<file path="config.mk">
export PLATFORM = sky130hd
export DESIGN_NAME = ptc_div_cell
export DESIGN_NICKNAME = d
export VERILOG_FILES = /design/src/sv/ptc_pkg.sv /design/src/sv/ptc_div_cell.sv
export SDC_FILE = /design/constraint.sdc
export NUM_CORES = 1
export LEC_CHECK = 0
export ABC_AREA = 1
export BUFFER_PORTS_ARGS = -buffer_cell sky130_fd_sc_hd__buf_2
export CAP_MARGIN = 25
export CORE_AREA = 2 2 203 205
export CTS_CLUSTER_SIZE = 12
export DETAILED_ROUTE_END_ITERATION = 8
export DIE_AREA = 0 0 205 207
export PLACE_DENSITY = 0.68
export SYNTH_ARGS = -nofsm -noshare
export SYNTH_HDL_FRONTEND = slang
export SYNTH_SLANG_ARGS = --single-unit
</file>
<file path="constraint.sdc">
create_clock -name clk -period 1.05 [get_ports clk]
set_input_delay 0.1575 -clock clk [delete_from_list [all_inputs] [get_ports clk]]
set_output_delay 0.1575 -clock clk [all_outputs]
set_load 0.03 [all_outputs]
</file>
<file path="src/sv/ptc_pkg.sv">
// Shared types for the pressure/temperature compensation block.
// Calibration word bundle and the divider cell word. No dependencies.
package ptc_pkg;

	localparam int DivBits = 64;

	// calibration words, unpacked from the register file
	typedef struct packed {
		logic        [15:0] t1;
		logic signed [15:0] t2;
		logic signed [15:0] t3;
		logic        [15:0] p1;
		logic signed [15:0] p2;
		logic signed [15:0] p3;
		logic signed [15:0] p4;
		logic signed [15:0] p5;
		logic signed [15:0] p6;
		logic signed [15:0] p7;
		logic signed [15:0] p8;
		logic signed [15:0] p9;
	} cal_t;

	// results that ride alongside the division
	typedef struct packed {
		logic [31:0] temp_centi;
		logic [31:0] fine_temp;
		logic        nonzero;
		logic        negate;
	} div_side_t;

	// one divider cell's word: partial remainder, dividend/quotient shifter, divisor
	typedef struct packed {
		logic [DivBits-1:0] rem;
		logic [DivBits-1:0] nq;
		logic [DivBits-1:0] den;
		div_side_t          side;
	} div_word_t;

endpackage

</file>
<file path="src/sv/ptc_div_cell.sv">
// One restoring-division cell: retires one quotient bit per item.
// Depends on ptc_pkg.
module ptc_div_cell (
	input  logic              clk,
	input  logic              arst_n,
	input  logic              en,
	input  logic              in_valid,
	input  ptc_pkg::div_word_t in_word,
	output logic              out_valid,
	output ptc_pkg::div_word_t out_word
);
	import ptc_pkg::*;

	logic [DivBits:0] shifted;
	logic [DivBits:0] diff;
	div_word_t        next_word;

	always_comb begin
		shifted   = {in_word.rem, in_word.nq[DivBits-1]};
		diff      = shifted - {1'b0, in_word.den};
		next_word = in_word;
		next_word.nq = {in_word.nq[DivBits-2:0], ~diff[DivBits]};
		if (diff[DivBits]) begin
			next_word.rem = shifted[DivBits-1:0];
		end else begin
			next_word.rem = diff[DivBits-1:0];
		end
	end

	always_ff @(posedge clk or negedge arst_n) begin
		if (!arst_n) begin
			out_valid <= 1'b0;
		end else if (en) begin
			out_valid <= in_valid;
		end
	end

	always_ff @(posedge clk) begin
		if (en) begin
			out_word <= next_word;
		end
	end

endmodule

</file>
; Word-level counts from Yosys, hierarchy flattened
; Index checks and enable logic that the tools add are counted.
[word_totals]
register_bits = 259
latchBits = 0
mem_bits_rw = 0
rom_bits = 0
inputBits = 262
output_inout_bits = 259
elab_cells = 11
n_memories = 0
[classes]
add_sub_neg = 1
n_mul = 0
div = 0
magnitude_cmp = 0
n_eq_ne = 0
shifts = 0
n_mux = 1
bitwise_logic = 1
n_reduce_logical = 0
[op_table]
columns = cell, count
row1 = 65-bit by 64-bit subtractor with 65-bit output, 1
row2 = 64-bit two-way mux, 1
row3 = 1-bit NOT, 1

; Logic depth before layout (Yosys ltp)
; Gate-level depths: netlist (run 1).
[depth]
depth_word = 2
mapped_depth = 20

; Least setup slack after synthesis (run 1)
; Ideal clock, no wire load.
[synth_timing]
kind = input-to-reg
from = in in_word[193] in the netlist's numbering
to = reg out_word[235] in the netlist's numbering, data pin
setup_ns = 0.252
arrival_ns = 1.954
required_ns = 0.798
slack_ns = -1.156
stages = 19
path_buffers = 2
path_cell_list = inv_1 > ha_1 > fa_1 > inv_1 > nand2_1 > nand2_1 > nand3_1 > nand2_2 > nand2_1 > nand2_2 > nand2_1 > nand2_2 > nand2_2 > nand3_1 > nand2_2 > buf_12 > buf_12 > nand2_2 > nand2_1
[synth_rtl]
columns = element, line
row1 = start: declaration, ptc_div_cell.sv:8  ; input ptc_pkg::div_word_t in_word,
row2 = end signal: assignment, ptc_div_cell.sv:40  ; out_word <= next_word;
row3 = end: declaration, ptc_div_cell.sv:10  ; output ptc_pkg::div_word_t out_word

==> impl_metrics.xml, run 1 <==
<?xml version="1.0" encoding="UTF-8"?>
<metrics>
  <group name="timing">
    <metric name="finalCritPeriodShare" unit="">1.79</metric>
    <metric name="final.setup_skew" unit="ns">0</metric>
    <metric name="clock.fmax" unit="GHz">0.533</metric>
    <metric name="worst-slew-pin-transition" unit="ns">0.353</metric>
    <metric name="setup_violations" unit="">324</metric>
    <metric name="rsz0062_at_grt" unit="">yes</metric>
    <metric name="hold_ws" unit="ns">0.0232</metric>
    <metric name="fin_ws" unit="ns">-0.826</metric>
    <metric name="max-slew-margin-rel" unit="">0.764</metric>
    <metric name="final-max-slew-violation-count" unit="">0</metric>
    <metric name="hold_viol" unit="">0</metric>
    <metric name="timing.final.crit_period" unit="ns">1.88</metric>
  </group>
  <group name="clock_network">
    <metric name="cts-root-to-sink-buffers" unit="">3</metric>
    <metric name="worst_setup_hold_path_clk_slew" unit="ns">0.07</metric>
    <metric name="ctsRootBufferMaster" unit="">sky130_fd_sc_hd__clkbuf_16</metric>
    <metric name="numCtsBuffers" unit="">30</metric>
    <metric name="worst_skew_pair.late_latency" unit="ns">0.57</metric>
    <metric name="cts.sinks" unit="">259</metric>
    <metric name="cts_tree" unit="">yes</metric>
    <metric name="htreeDepth" unit="">1</metric>
  </group>
  <group name="routing">
    <metric name="drt_pre_antenna_iters" unit="">8</metric>
    <metric name="wl_per_cell" unit="um">21.7</metric>
    <metric name="post_drt_via_cell_ratio" unit="">4.92</metric>
    <metric name="detailroute.via_count" unit="">17740</metric>
    <metric name="detailed_router_s_first_iteration_violation_count" unit="">1343</metric>
    <metric name="post-route-drc-count" unit="">0</metric>
    <metric name="drtAntennaViolNets" unit="">0</metric>
    <metric name="route.final.wire_length" unit="um">78300</metric>
  </group>
  <group name="yosys">
    <metric name="yosys.cell_types.count" unit="">33</metric>
    <metric name="post_synthesis_async_set_or_reset_flop_share" unit="">0.00386</metric>
    <metric name="synthDominantCellAreaShare" unit="">0.515</metric>
    <metric name="synth_cells" unit="">1871</metric>
    <metric name="synthTopCellsByArea" unit="">sky130_fd_sc_hd__edfxtp_1 (52%), sky130_fd_sc_hd__nand2_1 (20%), sky130_fd_sc_hd__inv_1 (9.8%), sky130_fd_sc_hd__ha_1 (5.3%), sky130_fd_sc_hd__nor2_1 (2.6%)</metric>
    <metric name="yosys_warnings" unit="">0</metric>
    <metric name="yosysSeqAreaShare" unit="">0.517</metric>
    <metric name="netlist.top_cell.by_area" unit="">sky130_fd_sc_hd__edfxtp_1</metric>
    <metric name="dominantRegCellSynth" unit="">sky130_fd_sc_hd__edfxtp_1</metric>
    <metric name="synth_top_cells_by_count" unit="">sky130_fd_sc_hd__nand2_1 (794), sky130_fd_sc_hd__inv_1 (391), sky130_fd_sc_hd__edfxtp_1 (258), sky130_fd_sc_hd__nor2_1 (103), sky130_fd_sc_hd__nand3_1 (70)</metric>
    <metric name="synthesis.area" unit="um^2">15000</metric>
    <metric name="ys_ff_latch" unit="">259</metric>
    <metric name="synth_most_common_cell" unit="">sky130_fd_sc_hd__nand2_1</metric>
    <metric name="synth-edff-count" unit="">258</metric>
    <metric name="synth_fp_nets" unit="">2198</metric>
    <metric name="syn_avg_cell_area" unit="um^2">8.03</metric>
  </group>
  <group name="setup_path">
    <metric name="crit_type" unit="">in2reg</metric>
    <metric name="crit_fanout" unit="">7</metric>
    <metric name="crit_arrival" unit="ns">2.32</metric>
    <metric name="timing.critical_path.required" unit="ns">1.50</metric>
    <metric name="startpoint_type" unit="">input port</metric>
    <metric name="worst_setup_path_end_kind" unit="">register</metric>
  </group>
  <group name="die">
    <metric name="design.die.area" unit="um^2">42400</metric>
    <metric name="boundaryPins" unit="">521</metric>
    <metric name="die_width" unit="um">205</metric>
    <metric name="die_h" unit="um">207</metric>
    <metric name="core.rowCount" unit="">74</metric>
    <metric name="coreArea" unit="um^2">40400</metric>
    <metric name="starting_density" unit="">0.372</metric>
  </group>
  <group name="global_route">
    <metric name="grt_max_degree" unit="">35</metric>
    <metric name="grt_usage" unit="">0.343</metric>
    <metric name="grt_antenna_before_repair" unit="">7</metric>
    <metric name="first_global_vias" unit="">17632</metric>
    <metric name="overflow" unit="">0</metric>
    <metric name="grt_pass1_wl" unit="um">108000</metric>
  </group>
  <group name="run">
    <metric name="timing.max_cap.violations" unit="">0</metric>
  </group>
  <group name="power">
    <metric name="cell_internal_pwr" unit="mW">25.5</metric>
    <metric name="vdd.ir_drop.worst" unit="uV">1210</metric>
    <metric name="power.share.switching" unit="">0.339</metric>
    <metric name="pwr-share-clk" unit="">0.289</metric>
    <metric name="power.density" unit="nW/um^2">1370</metric>
    <metric name="switchingPower" unit="mW">13.0</metric>
    <metric name="share_comb_of_total_power" unit="">0.367</metric>
    <metric name="seq_power_share" unit="">0.343</metric>
    <metric name="static_leak" unit="nW">14.3</metric>
  </group>
  <group name="finish">
    <metric name="final_net_count" unit="">3377</metric>
    <metric name="design_area" unit="um^2">28100</metric>
    <metric name="synthToLayoutAreaGrowth" unit="%">87.1</metric>
    <metric name="seqCellArea" unit="um^2">7770</metric>
    <metric name="finish.cell_count_without_fillers" unit="">3609</metric>
    <metric name="layout.filler_cells" unit="">2919</metric>
    <metric name="multi_input_area" unit="um^2">7080</metric>
    <metric name="drive_above_1_share" unit="">0.404</metric>
  </group>
  <group name="placed_design">
    <metric name="placement.io_buffers" unit="">520</metric>
    <metric name="post_dp_cell_area" unit="um^2">21000</metric>
    <metric name="dp_cells" unit="">3258</metric>
    <metric name="post-dp-hpwl" unit="um">53400</metric>
    <metric name="dpl_worst_slack" unit="ns">-1.58</metric>
    <metric name="finalWeightedCongestion" unit="">0.937</metric>
  </group>
  <group name="outcome">
    <metric name="status" unit="">finished, violations left</metric>
    <metric name="violations" unit="">negative setup slack</metric>
  </group>
  <group name="min_path">
    <metric name="path_class_of_the_lowest_slack_min_delay_path" unit="">in2reg</metric>
  </group>
</metrics>
[metal layers]
| metal | track usage | vias up | share of wire |
|---|---|---|---|
| met2 | 0.608 | 894 | 0.49 |
| met3 | 0.0610 | 244 | 0.080 |
| li1 | - | 8168 | - |
| met1 | 0.404 | 8430 | 0.37 |
| met4 | 0.145 | 4 | 0.060 |
| met5 | 0 | - | 0.00032 |
[worst paths after layout]
path	slack (ns)	to	depth (start not counted)	from
max	-0.83	out_word[219]$_DFFE_PP_	17	in_word[110]
min	0.02	out_word[238]$_DFFE_PP_	4	in_word[237]
max reg2reg	0.12	out_valid$_DFFE_PN0P_	2	out_valid$_DFFE_PN0P_
min reg2reg	0.69	out_valid$_DFFE_PN0P_	2	out_valid$_DFFE_PN0P_
max in group asynchronous	0.50	out_valid$_DFFE_PN0P_	3	arst_n
min in group asynchronous	0.44	out_valid$_DFFE_PN0P_	3	arst_n
[sequential cells by signal, summed over array words and instances, names as in the netlist]
signal / cells
out_word: 258
out_valid: 1
[critical path, stage by stage]
cell and delay, ns:
sky130_fd_sc_hd__buf_2 0.09, sky130_fd_sc_hd__inv_1 0.10, sky130_fd_sc_hd__ha_4 0.32, sky130_fd_sc_hd__nand2_1 0.11, sky130_fd_sc_hd__inv_1 0.11, sky130_fd_sc_hd__nand2_1 0.10, sky130_fd_sc_hd__nor2_4 0.14, sky130_fd_sc_hd__nand2_4 0.08
sky130_fd_sc_hd__nor4_4 0.20, sky130_fd_sc_hd__nand2_4 0.13, sky130_fd_sc_hd__nand2_4 0.10, sky130_fd_sc_hd__buf_6 0.11, sky130_fd_sc_hd__nand2_8 0.07, sky130_fd_sc_hd__nand2_8 0.15, sky130_fd_sc_hd__clkbuf_16 0.20, sky130_fd_sc_hd__nand2_2 0.07
sky130_fd_sc_hd__nand2_1 0.08
[final cells by class]
type	count	area share
antenna	5	0.000445
clock buffer	41	0.0300
multi-input combinational	1204	0.252
tap	532	0.0237
sequential	259	0.276
timing repair buffer	1159	0.358
inverter	396	0.0533
clock inverter	13	0.00632
[through the flow]
stage	setup TNS [ns]	utilization	total power, mW
after floorplan	-68.56	-	18.4
after global placement	-98.18	0.520	23.1
after detailed placement	-100.72	0.520	23.2
after CTS	-106.40	0.677	37.2
after global routing	-123.71	0.697	39.7
final	-113.06	0.697	38.5
[repair_timing]
action / in CTS / in global routing
setup endpoints to repair: 324 / 324
pin swaps: 45 / 33
cloned: 4 / 8
hold buffers: 257 / 1
setup buffers: 19 / 3
hold endpoints to repair: 257 / 1
resized for setup: 688 / 145
[cell families after synthesis]
group	after synthesis	synth area share
AOI/OAI and AO/OA	62	0.0220
and+or+nand+nor	1044	0.279
adders and majority gates	65	0.0546
buffers and inverters	409	0.108
DFF	259	0.517
muxes	1	0.000749
xor gates and xnor gates	31	0.0181
[power by group through the flow]
stage	sequential (mW)	combinational, mW	clock (mW)
floorplan	15.1	3.30	0
global placement	13.1	10.0	0
detailed placement	13.1	10.1	0
CTS	13.2	12.9	11.1
global route	13.3	14.9	11.6
finish	13.2	14.2	11.1
[cell usage in the layout (no fill, tap or decap), types with 4 or more instances in the layout]
master                          Yosys  final
sky130_fd_sc_hd__diode_2            0      5
sky130_fd_sc_hd__nand2_4            1     38
sky130_fd_sc_hd__nand3_1           70     55
sky130_fd_sc_hd__xor2_1            30     30
sky130_fd_sc_hd__buf_4              1    353
sky130_fd_sc_hd__o21bai_1           8      8
sky130_fd_sc_hd__nor2_1           103     81
sky130_fd_sc_hd__edfxtp_1         258    258
sky130_fd_sc_hd__nand4_1           18     18
sky130_fd_sc_hd__nor2_2             7     20
sky130_fd_sc_hd__nor2_4             1     10
sky130_fd_sc_hd__nand2_1          794    666
sky130_fd_sc_hd__nand3_2            0     12
sky130_fd_sc_hd__a21oi_2            0     10
sky130_fd_sc_hd__clkbuf_16          0     36
sky130_fd_sc_hd__inv_1            391    370
sky130_fd_sc_hd__buf_6              1    262
sky130_fd_sc_hd__dlygate4sd3_1      0    258
sky130_fd_sc_hd__a21oi_1           51     39
sky130_fd_sc_hd__nor3_1            12      9
sky130_fd_sc_hd__nand2_2           29    118
sky130_fd_sc_hd__inv_2              4     24
sky130_fd_sc_hd__ha_4               0     48
sky130_fd_sc_hd__buf_2              6    258
sky130_fd_sc_hd__clkbuf_1           0      7
sky130_fd_sc_hd__clkinv_1           1      4
sky130_fd_sc_hd__bufinv_16          0      4
sky130_fd_sc_hd__buf_12             3     17
sky130_fd_sc_hd__ha_1              64     15
Note: power is estimated with default switching activity, not from simulation.
==> run 2: changes to the inputs <==
--- a/config.mk
+++ b/config.mk
@@ -12,7 +12,7 @@
 export CTS_CLUSTER_SIZE = 12
 export DETAILED_ROUTE_END_ITERATION = 8
 export DIE_AREA = 0 0 205 207
-export PLACE_DENSITY = 0.68
+export PLACE_DENSITY = 0.59
 export SYNTH_ARGS = -nofsm -noshare
 export SYNTH_HDL_FRONTEND = slang
 export SYNTH_SLANG_ARGS = --single-unit
==> impl_metrics.xml, run 2 (synthesis results as in run 1) <==
<?xml version="1.0" encoding="UTF-8"?>
<metrics>
  <group name="outcome">
    <metric name="status" unit="">finished, violations left</metric>
    <metric name="violations" unit="">negative setup slack</metric>
  </group>
  <group name="setup_path">
    <metric name="crit_fanout" unit="">7</metric>
    <metric name="timing.critical_path.required" unit="ns">1.36</metric>
    <metric name="worst_setup_path_end_kind" unit="">register</metric>
    <metric name="crit_type" unit="">in2reg</metric>
    <metric name="startpoint_type" unit="">input port</metric>
    <metric name="rr_worst_depth" unit="">3</metric>
    <metric name="crit_arrival" unit="ns">2.16</metric>
  </group>
  <group name="global_route">
    <metric name="grt_usage" unit="">0.321</metric>
    <metric name="overflow" unit="">0</metric>
    <metric name="first_global_vias" unit="">17561</metric>
    <metric name="grt_pass1_wl" unit="um">103000</metric>
    <metric name="grt_antenna_before_repair" unit="">5</metric>
    <metric name="grt_max_degree" unit="">30</metric>
  </group>
  <group name="placed_design">
    <metric name="dp_cells" unit="">3257</metric>
    <metric name="finalWeightedCongestion" unit="">0.941</metric>
    <metric name="placement.io_buffers" unit="">520</metric>
    <metric name="post-dp-hpwl" unit="um">50500</metric>
    <metric name="dpl_worst_slack" unit="ns">-1.50</metric>
    <metric name="post_dp_cell_area" unit="um^2">21000</metric>
  </group>
  <group name="routing">
    <metric name="post_drt_via_cell_ratio" unit="">4.74</metric>
    <metric name="drt_pre_antenna_iters" unit="">5</metric>
    <metric name="detailed_router_s_first_iteration_violation_count" unit="">1020</metric>
    <metric name="wl_per_cell" unit="um">20.2</metric>
    <metric name="route.final.wire_length" unit="um">72800</metric>
    <metric name="drtAntennaViolNets" unit="">0</metric>
    <metric name="detailroute.via_count" unit="">17093</metric>
    <metric name="post-route-drc-count" unit="">0</metric>
  </group>
  <group name="die">
    <metric name="die_width" unit="um">205</metric>
    <metric name="die_h" unit="um">207</metric>
    <metric name="boundaryPins" unit="">521</metric>
    <metric name="starting_density" unit="">0.372</metric>
    <metric name="coreArea" unit="um^2">40400</metric>
    <metric name="core.rowCount" unit="">74</metric>
    <metric name="design.die.area" unit="um^2">42400</metric>
  </group>
  <group name="min_path">
    <metric name="path_class_of_the_lowest_slack_min_delay_path" unit="">in2reg</metric>
    <metric name="hold_depth" unit="">2</metric>
  </group>
  <group name="timing">
    <metric name="fin_ws" unit="ns">-0.796</metric>
    <metric name="timing.final.crit_period" unit="ns">1.85</metric>
    <metric name="final-max-slew-violation-count" unit="">0</metric>
    <metric name="hold_viol" unit="">0</metric>
    <metric name="setup_violations" unit="">324</metric>
    <metric name="clock.fmax" unit="GHz">0.542</metric>
    <metric name="worst-slew-pin-transition" unit="ns">0.331</metric>
    <metric name="final.setup_skew" unit="ns">0</metric>
    <metric name="rsz0062_at_grt" unit="">yes</metric>
    <metric name="max-slew-margin-rel" unit="">0.779</metric>
    <metric name="finalCritPeriodShare" unit="">1.76</metric>
  </group>
  <group name="finish">
    <metric name="finish.cell_count_without_fillers" unit="">3603</metric>
    <metric name="layout.cells.most_common_list" unit="">sky130_fd_sc_hd__nand2_1 (659), sky130_fd_sc_hd__inv_1 (374), sky130_fd_sc_hd__buf_4 (351), sky130_fd_sc_hd__buf_6 (264)</metric>
    <metric name="reg.largest.list" unit="">out_word (258), out_valid (1)</metric>
    <metric name="design_area" unit="um^2">28200</metric>
    <metric name="drive_above_1_share" unit="">0.411</metric>
    <metric name="largest_register_ffs" unit="">258</metric>
    <metric name="registers.top_by_ff_count" unit="">out_word</metric>
    <metric name="layout.filler_cells" unit="">3072</metric>
    <metric name="postLayoutCoreUtil" unit="">0.698</metric>
    <metric name="final_net_count" unit="">3374</metric>
    <metric name="synthToLayoutAreaGrowth" unit="%">87.5</metric>
    <metric name="layout_commonest_cell" unit="">sky130_fd_sc_hd__nand2_1</metric>
  </group>
  <group name="power">
    <metric name="power.share.switching" unit="">0.341</metric>
    <metric name="post-layout-total-power" unit="mW">37.1</metric>
    <metric name="vdd.ir_drop.worst" unit="uV">1540</metric>
    <metric name="power.density" unit="nW/um^2">1320</metric>
    <metric name="share_comb_of_total_power" unit="">0.380</metric>
    <metric name="seq_power_share" unit="">0.356</metric>
    <metric name="switchingPower" unit="mW">12.6</metric>
    <metric name="pwr-share-clk" unit="">0.264</metric>
    <metric name="cell_internal_pwr" unit="mW">24.5</metric>
    <metric name="static_leak" unit="nW">14.3</metric>
  </group>
  <group name="clock_network">
    <metric name="cts.sinks" unit="">259</metric>
    <metric name="worst_skew_pair.late_latency" unit="ns">0.56</metric>
    <metric name="worst_setup_hold_path_clk_slew" unit="ns">0.06</metric>
    <metric name="cts-root-to-sink-buffers" unit="">3</metric>
    <metric name="htreeDepth" unit="">1</metric>
    <metric name="cts_tree" unit="">yes</metric>
    <metric name="numCtsBuffers" unit="">29</metric>
    <metric name="ctsRootBufferMaster" unit="">sky130_fd_sc_hd__clkbuf_16</metric>
  </group>
  <group name="run">
    <metric name="timing.max_cap.violations" unit="">0</metric>
  </group>
</metrics>
run 2: cell count changes in the layout (fill, tap and decap cells not counted), sizes merged:
| cell | change |
|---|---|
| nand2 | +1 |
| bufbuf | -1 |
| clkinv | +4 |
| buf | -2 |
| diode | -1 |
| dlygate4sd3 | -2 |
| clkbuf | -3 |
| bufinv | -2 |
run 2: through the flow:
stage,hold WS [ns],TNS [ns]
floorplan,-0.138,-68.56
global placement,-0.0673,-90.08
detailed placement,-0.0618,-94.50
CTS,-0.125,-105.04
global route,0.00688,-118.91
finish,0.0140,-107.35
run 2: final cells by class:
type                            instances  area (um^2)  share of cell area
Timing Repair Buffer                 1156        10100               0.357
Multi-Input combinational cell       1205         7280               0.258
Clock buffer                           36          752              0.0267
Tap cell                              532          666              0.0236
Sequential cell                       259         7770               0.276
Antenna cell                            4         10.0            0.000355
Inverter                              396         1500              0.0532
Clock inverter                         15          131             0.00466
run 2: worst paths after layout:
check / slack [ns] / endpoint / start
setup / recovery: -0.80 / out_word[208]$_DFFE_PP_ / in_word[193]
hold / removal: 0.01 / out_word[245]$_DFFE_PP_ / en
setup reg to reg: 0.03 / out_valid$_DFFE_PN0P_ / out_valid$_DFFE_PN0P_
hold reg to reg: 0.74 / out_valid$_DFFE_PN0P_ / out_valid$_DFFE_PN0P_
max in group asynchronous: 0.52 / out_valid$_DFFE_PN0P_ / arst_n
min in group asynchronous: 0.43 / out_valid$_DFFE_PN0P_ / arst_n
run 2: power groups by stage:
stage	sequential [mW]	combinational, mW	clock, mW
finish	13.2	14.1	9.80
CTS	13.1	12.7	9.83
global route	13.3	14.9	10.3
floorplan	15.1	3.30	0
detailed placement	13.1	10.0	0
global placement	13.1	9.93	0
run 2: layer usage:
layer	routed length (um)	GRT usage
met3	4920	0.0485
met2	36000	0.578
met4	3170	0.110
met1	28700	0.389
met5	11	0
run 2: worst max-delay path, stage by stage:
cell,delay [ns]
sky130_fd_sc_hd__buf_12,0.09
sky130_fd_sc_hd__inv_12,0.03
sky130_fd_sc_hd__ha_4,0.15
sky130_fd_sc_hd__fa_2,0.39
sky130_fd_sc_hd__inv_2,0.07
sky130_fd_sc_hd__nand2_1,0.04
sky130_fd_sc_hd__nand2_1,0.06
sky130_fd_sc_hd__nand3_1,0.07
sky130_fd_sc_hd__nand2_2,0.08
sky130_fd_sc_hd__nand2_2,0.05
sky130_fd_sc_hd__nand2_2,0.07
sky130_fd_sc_hd__nand2_2,0.07
sky130_fd_sc_hd__nand2_4,0.07
sky130_fd_sc_hd__nand2_4,0.08
sky130_fd_sc_hd__nand3_4,0.19
sky130_fd_sc_hd__nand2_8,0.15
sky130_fd_sc_hd__buf_16,0.20
sky130_fd_sc_hd__nand2_2,0.06
sky130_fd_sc_hd__nand2_1,0.07
run 2: what timing repair did:
item                       4_1_cts  5_1_grt
pin swaps                       30       37
resized for setup              691      184
setup endpoints to repair      324      324
buffers inserted                14        5
hold endpoints to repair       255        1
hold buffers                   255        1
cloned                           5       11
==> run 3: changes to the inputs <==
--- a/config.mk
+++ b/config.mk
@@ -13,6 +13,8 @@
 export DETAILED_ROUTE_END_ITERATION = 8
 export DIE_AREA = 0 0 205 207
 export PLACE_DENSITY = 0.59
+export REMOVE_ABC_BUFFERS = 1
 export SYNTH_ARGS = -nofsm -noshare
 export SYNTH_HDL_FRONTEND = slang
 export SYNTH_SLANG_ARGS = --single-unit
+export TNS_END_PERCENT = 30
==> impl_metrics.xml, run 3 (synthesis results as in run 1) <==
<?xml version="1.0" encoding="UTF-8"?>
<metrics>
  <group name="routing">
    <metric name="wl_per_cell" unit="um">19.3</metric>
    <metric name="detailed_router_s_first_iteration_violation_count" unit="">914</metric>
    <metric name="detailroute.via_count" unit="">16647</metric>
    <metric name="route.final.wire_length" unit="um">69400</metric>
    <metric name="drt_pre_antenna_iters" unit="">5</metric>
    <metric name="post-route-drc-count" unit="">0</metric>
    <metric name="drtAntennaViolNets" unit="">0</metric>
    <metric name="post_drt_via_cell_ratio" unit="">4.63</metric>
  </group>
  <group name="finish">
    <metric name="finish.cell_count_without_fillers" unit="">3599</metric>
    <metric name="synthToLayoutAreaGrowth" unit="%">81.9</metric>
    <metric name="layout_commonest_cell" unit="">sky130_fd_sc_hd__nand2_1</metric>
    <metric name="reg.largest.list" unit="">out_word (258), out_valid (1)</metric>
    <metric name="largest_register_ffs" unit="">258</metric>
    <metric name="drive_above_1_share" unit="">0.413</metric>
    <metric name="layout.filler_cells" unit="">3259</metric>
    <metric name="multi_input_area" unit="um^2">7230</metric>
    <metric name="seqCellArea" unit="um^2">7770</metric>
    <metric name="layout.cells.most_common_list" unit="">sky130_fd_sc_hd__nand2_1 (653), sky130_fd_sc_hd__buf_2 (389), sky130_fd_sc_hd__inv_1 (368), sky130_fd_sc_hd__buf_4 (346), sky130_fd_sc_hd__edfxtp_1 (258)</metric>
    <metric name="registers.top_by_ff_count" unit="">out_word</metric>
    <metric name="final_net_count" unit="">3366</metric>
  </group>
  <group name="die">
    <metric name="design.die.area" unit="um^2">42400</metric>
    <metric name="core.rowCount" unit="">74</metric>
    <metric name="starting_density" unit="">0.372</metric>
    <metric name="die_width" unit="um">205</metric>
    <metric name="boundaryPins" unit="">521</metric>
    <metric name="die_h" unit="um">207</metric>
    <metric name="coreArea" unit="um^2">40400</metric>
  </group>
  <group name="timing">
    <metric name="worst-slew-pin-transition" unit="ns">0.399</metric>
    <metric name="clock.fmax" unit="GHz">0.550</metric>
    <metric name="hold_viol" unit="">0</metric>
    <metric name="timing.setup.tns" unit="ns">-104.49</metric>
    <metric name="fin_ws" unit="ns">-0.768</metric>
    <metric name="setup_violations" unit="">324</metric>
    <metric name="finalCritPeriodShare" unit="">1.73</metric>
    <metric name="final-max-slew-violation-count" unit="">0</metric>
    <metric name="max-slew-margin-rel" unit="">0.734</metric>
    <metric name="final.setup_skew" unit="ns">0</metric>
    <metric name="rsz0062_at_grt" unit="">yes</metric>
    <metric name="timing.final.crit_period" unit="ns">1.82</metric>
  </group>
  <group name="placed_design">
    <metric name="post-dp-hpwl" unit="um">51300</metric>
    <metric name="finalWeightedCongestion" unit="">0.982</metric>
    <metric name="placement.io_buffers" unit="">520</metric>
    <metric name="dpl_worst_slack" unit="ns">-1.46</metric>
    <metric name="dp_cells" unit="">3251</metric>
  </group>
  <group name="global_route">
    <metric name="grt_pass1_wl" unit="um">100000</metric>
    <metric name="grt_max_degree" unit="">42</metric>
    <metric name="first_global_vias" unit="">17129</metric>
    <metric name="grt_usage" unit="">0.313</metric>
    <metric name="grt_antenna_before_repair" unit="">12</metric>
    <metric name="overflow" unit="">0</metric>
  </group>
  <group name="power">
    <metric name="static_leak" unit="nW">14.0</metric>
    <metric name="power.density" unit="nW/um^2">1340</metric>
    <metric name="vdd.ir_drop.worst" unit="uV">1190</metric>
  </group>
  <group name="setup_path">
    <metric name="max_stage_delay" unit="ns">0.25</metric>
    <metric name="crit_fanout" unit="">41</metric>
    <metric name="worst_setup_path_end_kind" unit="">register</metric>
    <metric name="path_delay_family" unit="">simple AND/OR/NAND/NOR gates</metric>
    <metric name="timing.critical_path.cells" unit="">buf_2, inv_2, ha_4, nand2_4, nor2_1, buf_4, buf_4, nand2_1, nand2_1, a21oi_4, nand2_4, nand2_4, nand2_4, nand2_2, nand2_4, buf_16, nand2_1, nand2_2</metric>
    <metric name="path_buf_inv" unit="">5</metric>
    <metric name="critical-path-slowest-cell" unit="">sky130_fd_sc_hd__ha_4</metric>
    <metric name="path_common_cell" unit="">sky130_fd_sc_hd__nand2_4</metric>
    <metric name="timing.critical_path.required" unit="ns">1.36</metric>
    <metric name="startpoint_type" unit="">input port</metric>
    <metric name="crit_type" unit="">in2reg</metric>
    <metric name="crit_arrival" unit="ns">2.13</metric>
  </group>
  <group name="clock_network">
    <metric name="cts-root-to-sink-buffers" unit="">3</metric>
    <metric name="cts.sinks" unit="">259</metric>
    <metric name="worst_skew_pair.late_latency" unit="ns">0.56</metric>
    <metric name="numCtsBuffers" unit="">29</metric>
    <metric name="htreeDepth" unit="">1</metric>
    <metric name="ctsRootBufferMaster" unit="">sky130_fd_sc_hd__clkbuf_16</metric>
    <metric name="worst_setup_hold_path_clk_slew" unit="ns">0.06</metric>
    <metric name="cts_tree" unit="">yes</metric>
  </group>
  <group name="min_path">
    <metric name="path_class_of_the_lowest_slack_min_delay_path" unit="">in2reg</metric>
  </group>
  <group name="outcome">
    <metric name="status" unit="">finished, violations left</metric>
    <metric name="violations" unit="">negative setup slack</metric>
  </group>
  <group name="run">
    <metric name="timing.max_cap.violations" unit="">0</metric>
  </group>
</metrics>
-- run 3: timing repair --
| item | CTS | global route |
|---|---|---|
| pin swaps | 31 | 54 |
| gates cloned | 7 | 4 |
| hold endpoints to repair | 260 | 0 |
| gates resized for setup | 412 | 228 |
| setup buffers | 19 | 5 |
| endpoints found under the setup margin | 324 | 383 |
| hold buffers | 254 | 0 |
-- run 3: per-layer routing --
layer  share of wire  GRT usage
met2            0.49      0.544
met1            0.40      0.378
met5          0.0011          0
met3           0.064     0.0599
met4           0.041      0.131
-- run 3: stage by stage --
stage	area, um^2	power [mW]	utilization	hold WS [ns]
global placement	20900	23.0	0.518	-0.0651
floorplan	14900	18.3	-	-0.138
detailed placement	20900	23.1	0.518	-0.0670
global route	27300	38.1	0.677	0.0106
CTS	26400	35.8	0.654	0.000260
finish	27400	36.7	0.678	0.0237
-- run 3: layout make-up --
cell class                      instances  area share
Antenna cell                            8    0.000732
Clock buffer                           33      0.0271
Clock inverter                         18     0.00682
Inverter                              396      0.0545
Multi-Input combinational cell       1203       0.264
Sequential cell                       259       0.284
Tap cell                              532      0.0243
Timing Repair Buffer                 1150       0.338
-- run 3: power by group --
group	internal, mW	leakage [nW]	total, mW	switching (mW)
Clock	5.99	0.452	10.2	4.21
Sequential	12.6	2.53	13.0	0.428
Combinational	5.81	11.0	13.4	7.64
Total	24.4	14.0	36.7	12.3
-- run 3: worst paths after layout --
check	to	slack, ns	from	depth (start not counted)
worst max-delay path	out_word[214]$_DFFE_PP_	-0.77	in_word[89]	18
worst min-delay path	out_word[235]$_DFFE_PP_	0.02	in_word[234]	4
worst max register to register	out_valid$_DFFE_PN0P_	0.21	out_valid$_DFFE_PN0P_	1
worst min register to register	out_valid$_DFFE_PN0P_	0.64	out_valid$_DFFE_PN0P_	1
max in group asynchronous	out_valid$_DFFE_PN0P_	0.47	arst_n	3
min in group asynchronous	out_valid$_DFFE_PN0P_	0.46	arst_n	3
